===== src/rtl/core/hsp_pkg.sv =====
// shared types, constants and the arctangent table of the scope projection
package hsp_pkg;

  localparam int ITERS = 16;
  localparam logic [17:0] PI_Q16 = 18'd205887;
  localparam logic [24:0] RECIP_PI = 25'd21361458;
  localparam logic signed [19:0] HALF_PI_Q16 = 20'sd102944;
  localparam logic [16:0] GAIN_Q16 = 17'd107922;
  localparam logic [15:0] INV_GAIN_Q16 = 16'd39798;
  localparam logic [15:0] ROW_PITCH_RESET = 16'd2048;
  localparam logic [4:0] PIXEL_BYTES_RESET = 5'd4;

  typedef enum logic [1:0] {
    REG_ROW_PITCH = 2'd0,
    REG_PIXEL_BYTES = 2'd1
  } reg_idx_t;

  typedef struct packed {
    logic signed [15:0] rel_x;
    logic signed [15:0] rel_y;
    logic signed [15:0] rel_z;
  } in_t;

  typedef struct packed {
    logic [7:0] scope_col;
    logic [7:0] scope_row;
    logic hemisphere;
    logic [23:0] byte_offset;
  } out_t;

  typedef struct packed {
    logic hemi;
    logic zero;
    logic signed [19:0] phi;
    logic [32:0] c;
  } side_t;

  typedef struct packed {
    logic valid;
    logic signed [35:0] a;
    logic signed [35:0] b;
    logic signed [19:0] ang;
    side_t side;
  } vec_t;

  typedef struct packed {
    logic valid;
    logic [17:0] theta;
    logic [23:0] quo;
    side_t side;
  } div_t;

  typedef struct packed {
    logic valid;
    logic signed [25:0] a;
    logic signed [25:0] b;
    logic signed [19:0] ang;
    side_t side;
  } rot_t;

  typedef struct packed {
    logic valid;
    logic hemi;
    logic [7:0] col;
    logic [7:0] row;
  } pix_t;

  function automatic logic signed [19:0] hsp_atan(input logic [3:0] i);
    logic signed [19:0] r;
    unique case (i)
      4'd0: r = 20'sd51472;
      4'd1: r = 20'sd30385;
      4'd2: r = 20'sd16055;
      4'd3: r = 20'sd8150;
      4'd4: r = 20'sd4091;
      4'd5: r = 20'sd2047;
      4'd6: r = 20'sd1024;
      4'd7: r = 20'sd512;
      4'd8: r = 20'sd256;
      4'd9: r = 20'sd128;
      4'd10: r = 20'sd64;
      4'd11: r = 20'sd32;
      4'd12: r = 20'sd16;
      4'd13: r = 20'sd8;
      4'd14: r = 20'sd4;
      4'd15: r = 20'sd2;
      default: r = 20'sd0;
    endcase
    return r;
  endfunction

endpackage


===== src/rtl/core/hsp_div_cell.sv =====
// two-stage reciprocal division of the polar angle by pi into the radius
module hsp_div_cell import hsp_pkg::*; (
  input  logic clk,
  input  logic rst,
  input  logic en,
  input  div_t prev,
  output div_t cur
);

  div_t est;
  div_t est_next;
  div_t cur_next;
  logic [42:0] prod;
  logic [41:0] back;
  logic [41:0] diff;

  // quotient estimate, low by at most one
  always_comb begin
    est_next = prev;
    prod = 43'(prev.theta) * 43'(RECIP_PI);
    est_next.quo = prod[41:18];
  end

  // remainder check and correction
  always_comb begin
    cur_next = est;
    back = 42'(est.quo) * 42'(PI_Q16);
    diff = {est.theta, 24'd0} - back;
    if (diff >= 42'(PI_Q16)) begin
      cur_next.quo = est.quo + 24'd1;
    end
  end

  always_ff @(posedge clk) begin
    if (rst) begin
      est.valid <= 1'b0;
      cur.valid <= 1'b0;
    end else if (en) begin
      est <= est_next;
      cur <= cur_next;
    end
  end

endmodule


===== config.mk =====
export PLATFORM = sky130hd
export DESIGN_NAME = hsp_div_cell
export DESIGN_NICKNAME = d
export VERILOG_FILES = /design/src/rtl/core/hsp_pkg.sv /design/src/rtl/core/hsp_div_cell.sv
export SDC_FILE = /design/constraint.sdc
export NUM_CORES = 1
export LEC_CHECK = 0
export BUFFER_PORTS_ARGS = -buffer_cell sky130_fd_sc_hd__buf_4
export CAP_MARGIN = 20
export CORE_AREA = 2 2 300 302
export DETAILED_ROUTE_END_ITERATION = 7
export DIE_AREA = 0 0 302 304
export SYNTH_ARGS = -nofsm -noshare
export SYNTH_HDL_FRONTEND = slang
export SYNTH_SLANG_ARGS = --single-unit

===== constraint.sdc =====
create_clock -name clk -period 22.3 [get_ports clk]
set_input_delay 1.115 -clock clk [delete_from_list [all_inputs] [get_ports clk]]
set_output_delay 1.115 -clock clk [all_outputs]
set_load 0.02 [all_outputs]

==> flow_summary.yaml <==
outcome:
  status: "complete, no violations"
drt:
  ant_nets: 0
  vias: 13700
  dr.pass1.iters: 5
  drt_wl_total_um: 49200
  drc_errors: 0
  first_iter_violations: 815
  avgViaCountPerCell: 4.11
  wl_per_cell_um: 14.8
clock_tree:
  cts_htree_levels: 4
  cts_tree: "built"
  cts_buffers: 17
  clockBufferDepth: 2
  root_buffer: "clkbuf_16"
  cts_resized: 0
  cts_hold_buf: 0
  clk_latency_ns: 0.47
  cts_sinks: 196
  cts.reportedPaths.clkPinSlew_ns: 0.08
  cts.repair_timing.setup_buffer_count: 0
cells_and_area:
  seqCellArea_um2: 5870
  fin_nets: 2900
  multi_input_area_um2: 13900
  layout-drive-gt1-share_pct: 11.2
  diodes: 0
  area_growth_pct: 14.9
  fillers: 9293
logic_synthesis:
  yosys_warnings: 0
  syn_area_um2: 22000
  yosys.area.top_type: "fa_1"
  synthCells: 1967
  ys_top_cells_by_count: "548 x inv_1, 367 x ha_1, 292 x fa_1"
  synth_seq_area_share_pct: 26.7
  yosys-top-cells-area: "fa_1 27%, edfxtp_1 27%, ha_1 21%"
  syn-num-nets: 2727
  synth-seq-cells: 196
  synth_flop_cell: "edfxtp_1"
  synth_top_area_share_pct: 26.6
  syn_avg_cell_area_um2: 11.2
  netlist-cell-type-count: 77
  synth.most_common_cell: "inv_1"
  synth-edff-count: 194
  ys_async_sr_fraction_pct: 0
worst_setup_path:
  crit_fanout: 25
  path_cells: "inv_1, ha_1, fa_1, fa_1, inv_1, fa_1, fa_1, inv_1, fa_1, inv_1, ha_1, nand2_1, o21ai_0, a211oi_1, o21ai_0, a31oi_2, or4_1, mux2i_1, a211oi_2, nand4_4, nand4_1, xnor2_1"
  critPathKind: "flop to flop"
  critPathLaunchType: "flop"
  required_ns: 22.50
  slowest_delay_ns: 0.67
  arrival_ns: 7.82
  cp_common_cell: "fa_1"
  cp_num_buf_inv: 4
  endpoint_kind: "flop"
  cp_top_family: "adder cells"
  cpMaxStageDelayCell: "edfxtp_1"
die:
  ioPinCount: 199
  die_area_um2: 91800
  die_y_um: 304
  num_rows: 110
  fp.dieW_um: 302
  coreArea_um2: 89000
  start_util_pct: 24.7
timing:
  slew_headroom_pct: 30.8
  fin_setup_tns_ns: 0
  slew_violations: 0
  setup_viol: 0
  post-route-min-period_ns: 7.62
  post-route-period-util_pct: 34.2
  fin_skew_ns: 0.0181
  worst_slew_pin_slew_ns: 1.04
  clock.fmax_mhz: 131
  rsz0062_at_grt: "false"
  hold_viol_final: 0
grt:
  antenna_found_initial: 0
  grt-ovfl-total: 0
  grt_max_degree: 169
  grt_pass1_wl_um: 77100
  gr-usage-all-layers_pct: 10.9
  grt_pass1_vias: 13700
run:
  maxCapViolCount: 0
min_path:
  hold_path_class: "flop to flop"
place:
  dp_hpwl_um: 42200
  portBuffers: 174
  place.gp.congestion: 0.858
per-stage QoR:
stage	utilization, %	hold WS (ns)	worst slack (ns)	std cells	area (um2)
3_5_place_dp	27.7	0.405	14.66	3297	24700
4_1_cts	28.3	0.415	14.65	3328	25200
2_1_floorplan	-	0.400	11.82	1967	22000
6_report	28.3	0.411	14.68	3328	25200
3_3_place_gp	27.7	0.400	14.63	3297	24700
5_1_grt	28.3	0.420	14.20	3328	25200
worst paths after layout:
kind | slack, ns | endpoint | depth (start not counted) | start
hold / removal | 0.41 | cur[8]$_DFFE_PP_ | 0 | cur_next[8]$_DFFE_PP_
setup reg to reg | 14.68 | cur[75]$_DFFE_PP_ | 22 | est[63]$_DFFE_PP_
setup / recovery | 14.68 | cur[75]$_DFFE_PP_ | 22 | est[63]$_DFFE_PP_
hold reg to reg | 0.41 | cur[8]$_DFFE_PP_ | 0 | cur_next[8]$_DFFE_PP_
registers in the layout (all words and copies together) (netlist names):
name      flops
cur          98
cur_next     74
est          24
metal layers:
layer / GRT usage (%) / share of wire [%] / up-vias
li1: - / - / 6686
met1: 14.6 / 45 / 6746
met2: 18.6 / 51 / 217
met3: 1.24 / 2.9 / 39
met4: 3.11 / 1.8 / 0
met5: 0 / 0 / -
logic make-up (layout without fill, tap and decap cells):
| kind of cell | after synthesis | count (layout) | share of synthesized area, % |
|---|---|---|---|
| compound gates | 220 | 220 | 6.82 |
| buf+inv | 571 | 756 | 9.94 |
| xor+xnor | 66 | 66 | 2.63 |
| simple gates | 245 | 245 | 5.86 |
| mux | 10 | 10 | 0.490 |
| fa+ha+maj | 659 | 659 | 47.5 |
| flops | 196 | 196 | 26.7 |
area by class of cell:
cell class / count / share of cell area, %
clock inverters: 13 / 0.551
flip-flops and latches: 196 / 23.3
well taps: 1176 / 5.83
clock buffers: 18 / 1.70
inverters: 548 / 8.16
repair buffers: 177 / 5.32
multi-input cells: 1200 / 55.2
cell usage in the layout (no fill, tap or decap), types with 4 or more instances in the layout:
cell type and n:
and4_1 8, clkbuf_16 17, nand2b_1 4, inv_1 548, nand3_1 17, mux2i_1 7, a31oi_1 12, inv_8 4
xnor2_1 58, xor2_1 8, o21a_1 10, edfxtp_1 194, nand4_1 26, a21o_1 20, nand2_1 63, o21ai_0 37
nor2_1 55, a21boi_0 4, a211oi_1 10, nor2b_1 10, fa_1 292, or2_2 5, ha_1 367, o221ai_1 4
nor3_1 13, and2_1 7, clkinv_4 6, and3_1 17, o21bai_1 8, o21ai_1 4, buf_4 176, a21oi_1 62
o211ai_1 7
Power is not shown: default switching activity piles up to over one toggle a cycle in this logic, so the estimate is an artifact.
