$ cat src/rtl/core/hsp_pkg.sv
// shared types, constants and the arctangent table of the scope projection
package hsp_pkg;

  localparam int ITERS = 16;
  localparam logic [17:0] PI_Q16 = 18'd205887;
  localparam logic [24:0] RECIP_PI = 25'd21361458;
  localparam logic signed [19:0] HALF_PI_Q16 = 20'sd102944;
  localparam logic [16:0] GAIN_Q16 = 17'd107922;
  localparam logic [15:0] INV_GAIN_Q16 = 16'd39798;
  localparam logic [15:0] ROW_PITCH_RESET = 16'd2048;
  localparam logic [4:0] PIXEL_BYTES_RESET = 5'd4;

  typedef enum logic [1:0] {
    REG_ROW_PITCH = 2'd0,
    REG_PIXEL_BYTES = 2'd1
  } reg_idx_t;

  typedef struct packed {
    logic signed [15:0] rel_x;
    logic signed [15:0] rel_y;
    logic signed [15:0] rel_z;
  } in_t;

  typedef struct packed {
    logic [7:0] scope_col;
    logic [7:0] scope_row;
    logic hemisphere;
    logic [23:0] byte_offset;
  } out_t;

  typedef struct packed {
    logic hemi;
    logic zero;
    logic signed [19:0] phi;
    logic [32:0] c;
  } side_t;

  typedef struct packed {
    logic valid;
    logic signed [35:0] a;
    logic signed [35:0] b;
    logic signed [19:0] ang;
    side_t side;
  } vec_t;

  typedef struct packed {
    logic valid;
    logic [17:0] theta;
    logic [23:0] quo;
    side_t side;
  } div_t;

  typedef struct packed {
    logic valid;
    logic signed [25:0] a;
    logic signed [25:0] b;
    logic signed [19:0] ang;
    side_t side;
  } rot_t;

  typedef struct packed {
    logic valid;
    logic hemi;
    logic [7:0] col;
    logic [7:0] row;
  } pix_t;

  function automatic logic signed [19:0] hsp_atan(input logic [3:0] i);
    logic signed [19:0] r;
    unique case (i)
      4'd0: r = 20'sd51472;
      4'd1: r = 20'sd30385;
      4'd2: r = 20'sd16055;
      4'd3: r = 20'sd8150;
      4'd4: r = 20'sd4091;
      4'd5: r = 20'sd2047;
      4'd6: r = 20'sd1024;
      4'd7: r = 20'sd512;
      4'd8: r = 20'sd256;
      4'd9: r = 20'sd128;
      4'd10: r = 20'sd64;
      4'd11: r = 20'sd32;
      4'd12: r = 20'sd16;
      4'd13: r = 20'sd8;
      4'd14: r = 20'sd4;
      4'd15: r = 20'sd2;
      default: r = 20'sd0;
    endcase
    return r;
  endfunction

endpackage

$ cat src/rtl/core/hsp_rot_cell.sv
// one rotation-mode micro-rotation of the cordic chain
module hsp_rot_cell import hsp_pkg::*; (
  input  logic       clk,
  input  logic       rst,
  input  logic       en,
  input  logic [3:0] step,
  input  rot_t       prev,
  output rot_t       cur
);

  rot_t cur_next;

  always_comb begin
    cur_next = prev;
    if (prev.ang >= 0) begin
      cur_next.a = prev.a - (prev.b >>> step);
      cur_next.b = prev.b + (prev.a >>> step);
      cur_next.ang = prev.ang - hsp_atan(step);
    end else begin
      cur_next.a = prev.a + (prev.b >>> step);
      cur_next.b = prev.b - (prev.a >>> step);
      cur_next.ang = prev.ang + hsp_atan(step);
    end
  end

  always_ff @(posedge clk) begin
    if (rst) begin
      cur.valid <= 1'b0;
    end else if (en) begin
      cur <= cur_next;
    end
  end

endmodule

$ cat config.mk
export PLATFORM = sky130hd
export DESIGN_NAME = hsp_rot_cell
export DESIGN_NICKNAME = d
export VERILOG_FILES = /design/src/rtl/core/hsp_pkg.sv /design/src/rtl/core/hsp_rot_cell.sv
export SDC_FILE = /design/constraint.sdc
export NUM_CORES = 1
export LEC_CHECK = 0
export BUFFER_PORTS_ARGS = -buffer_cell sky130_fd_sc_hd__buf_2
export CORE_ASPECT_RATIO = 1.4
export CORE_MARGIN = 8
export CORE_UTILIZATION = 60
export CTS_CLUSTER_DIAMETER = 60
export DETAILED_ROUTE_END_ITERATION = 10
export HOLD_SLACK_MARGIN = 0.05
export MAX_ROUTING_LAYER = met4
export PLACE_DENSITY = 0.88
export SYNTH_ARGS = -nofsm -noshare
export SYNTH_HDL_FRONTEND = slang
export SYNTH_SLANG_ARGS = --single-unit
$ cat constraint.sdc
create_clock -name clk -period 17 [get_ports clk]
set_input_delay 0 -clock clk [delete_from_list [all_inputs] [get_ports clk]]
set_output_delay 0 -clock clk [all_outputs]
set_load 0.01 [all_outputs]
==> summary.txt <==
STA
  • RSZ-0062 raised after global routing: false
  • Worst slew margin: 0.2689
  • Final setup vio count: 0
  • Max-slew violation count: 0
  • FMAX: 164.3 MHz
  • Hold WS: between 70 and 80 ps
  • Setup WS post-layout: 10910 ps
  • Worst Skew: 0 ps
  • Setup_tns: 0 ps
  • Final hold viol count: 0
  • Minimum clock period: slightly above 6000 ps
  • Tightest Pin Transition: 1097 ps
  • Final Cycle Share: 0.3581

Die
  • Height of the die: 179.3 um
  • Starting density of the core: 0.6122
  • Die area: 23790 um^2
  • FP Rows: 59
  • Io pins: about 260
  • Die Span X: 132.7 um
  • CORE AREA: 18680 um^2

Logic synthesis
  • EDFF count, synth: 127
  • Mapped Area: 11430 um^2
  • Synthesis warning total: 0
  • Syn_area_per_cell: 9.892 um^2
  • Asr flop ratio synth: 0
  • Syn Inst Count: 1156
  • Synthesized flop and latch total: 128
  • Post-synthesis cell type count: 75
  • Seq/Total Area, Yosys: 0.3353
  • Dominant synthesized flop cell: edfxtp_1
  • Syn_nets: approximately 1400

Routing
  • Via Count: 10994
  • DRT iter0 DRCs: 1115
  • DRT Pass-1 Iters: 6
  • Vias/cell: 6.403
  • Post-route DRC: 0
  • DR WL/cell: around 22 um
  • Total wire length: roughly 38000 um
  • Antenna viol nets, final: 0

Final layout
  • Register name with the most flops: cur
  • Layout area overhead: 23.53%
  • Multi-input gate area: 7274 um^2
  • Share of layout cells above drive strength 1: 0.2624
  • Fillers: 1259
  • Reg area: between 3000 and 4000 um^2
  • Top Registers: cur x128
  • Max reg flops: approximately 130
  • Most frequent cells in the layout: 261 x buf_2, 130 x nand2_1, 127 x edfxtp_1
  • Final nets: 1679
  • Most common cell after layout, fill and taps aside: buf_2

Placed design
  • Post-place setup slack: around 11000 ps
  • PortBufs: between 200 and 300
  • DP HPWL: roughly 27000 um
  • Placer Congestion: 0.9756

Power and ir drop
  • Power per cell area: 93.25 nW/um^2
  • Leakage: 5.969 nW
  • VDD IR max: 0.00005752 V
  • Sw Share: 0.3693
  • Internal Power: about 830 uW
  • Net Sw Power: a little under 500 uW
  • Comb power frac: 0.405
  • Clock power frac: 0.276
  • Sequential Power Share: 0.319

Clocking
  • H-tree levels: 4
  • Resize count post-CTS: 0
  • Clock root buffer: clkbuf_16
  • CTS max path bufs: 2
  • Number of buffers created by CTS: 17
  • CTS tree: done
  • Skew-Pair Late Insertion Delay: about 430 ps
  • Clock transition time at the flip-flop clock pins of the worst setup and hold paths: approximately 70 ps
  • Clk sinks: 128

Min path
  • Worst hold-check path type: primary input to register

Global routing
  • GR Overflow Total: 0
  • First-pass GRT wire length: approximately 59000 um
  • Initial antenna violation count: 1
  • Largest net degree at the start of global routing: 83
  • GRT Resource Usage Total: 0.3249
  • Vias in the first global route: about 11000

Setup path
  • Crit Path Max Fanout: 81
  • Setup slack, reg-to-reg: 15810 ps
  • CP endpoint kind: register
  • Setup CP Type: primary input to register
  • CP Launch Type: primary input
  • Worst EP required: 17180 ps
  • Arr. time, crit path: roughly 6300 ps

Run status
  • Status: completed

Run
  • Max Cap Viol: 0
## power by group through the flow
stage	Clock, mW	Combinational [mW]	Sequential (mW)
finish	0.363	0.534	0.420
CTS	0.362	0.520	0.419
detailed placement	0	0.499	0.425
floorplan	0	0.336	0.449
global route	0.375	0.578	0.423
global placement	0	0.485	0.424
## timing repair
item	CTS	global route
buffers inserted	0	0
hold buffers	63	0
endpoints found under the hold margin	78	0
## critical path, stage by stage
cell and delay, ps:
buf_4 760, mux4_1 690, mux2_2 310, a222oi_1 560, ha_1 270, nand2b_1 80
nor4_1 710, nand4b_1 310, nand2_1 160, xnor2_1 120, ha_1 290, and2_1 190
a221o_1 360, a21oi_1 210, a2bb2oi_1 250, a31oi_1 190, a41oi_1 340, a21oi_1 120
a21oi_1 190, xnor2_1 80
## through the flow
step	util	area (um^2)	instances	power [mW]
after CTS	0.7560	14120	1715	1.301
after detailed placement	0.6917	12920	1620	0.9239
final	0.7563	14120	1717	1.317
after global placement	0.6917	12920	1620	0.9089
after global routing	0.7561	14120	1716	1.376
after floorplan	-	11430	1156	0.7844
## cells by family (layout without fill, tap and decap cells)
| kind of cell | Yosys count | count (layout) | share of synthesized area |
|---|---|---|---|
| simple gates | 344 | 344 | 0.1404 |
| compound gates | 292 | 292 | 0.1638 |
| flops | 128 | 128 | 0.3353 |
| xor+xnor | 118 | 118 | 0.09038 |
| mux | 103 | 103 | 0.1449 |
| fa+ha+maj | 86 | 86 | 0.09607 |
| buf+inv | 85 | 400 | 0.02922 |
| other cells | 0 | 2 | 0 |
## path summary, 6_finish.rpt
check	start	cells after the start	endpoint
setup reg to reg	cur[127]	3	cur[127]
hold reg to reg	cur[127]	3	cur[127]
hold / removal	prev[60]	3	cur[60]
setup / recovery	step[1]	20	cur[100]
## layer usage
layer  GRT usage  vias to the layer above  routed length [um]  part of all wire
li1            -                     4978                   -                 -
met1      0.3444                     5165               13500              0.35
met2      0.5784                      708               19900              0.52
met3     0.05636                      143                3132             0.081
met4      0.1623                        0                1902             0.049
met5           -                        -                   0                 0
## Yosys cell counts, drive strengths merged, types with 20 or more instances
cell type,number,area [um^2]
nand3,30,150.1
xnor2,77,674.4
ha,83,1039
inv,33,123.9
clkbuf,26,97.59
mux2i,38,380.4
o21a,20,150.1
xor2,41,359.1
edfxtp,127,3814
a21oi,80,400.4
nand2,130,488.0
buf,24,105.1
nor3,24,120.1
mux4,48,1085
o21ai,75,375.4
nor2,81,304.0
a21o,22,165.2
## area by class of cell
| class | count | share of cell area |
|---|---|---|
| antenna | 2 | 0.0003543 |
| clock buffer | 17 | 0.03012 |
| clock inverter | 15 | 0.01028 |
| inverter | 35 | 0.009301 |
| multi-input combinational | 943 | 0.5150 |
| sequential | 128 | 0.2714 |
| tap | 244 | 0.02161 |
| timing repair buffer | 333 | 0.1419 |
Note: power is estimated with default switching activity, not from simulation.
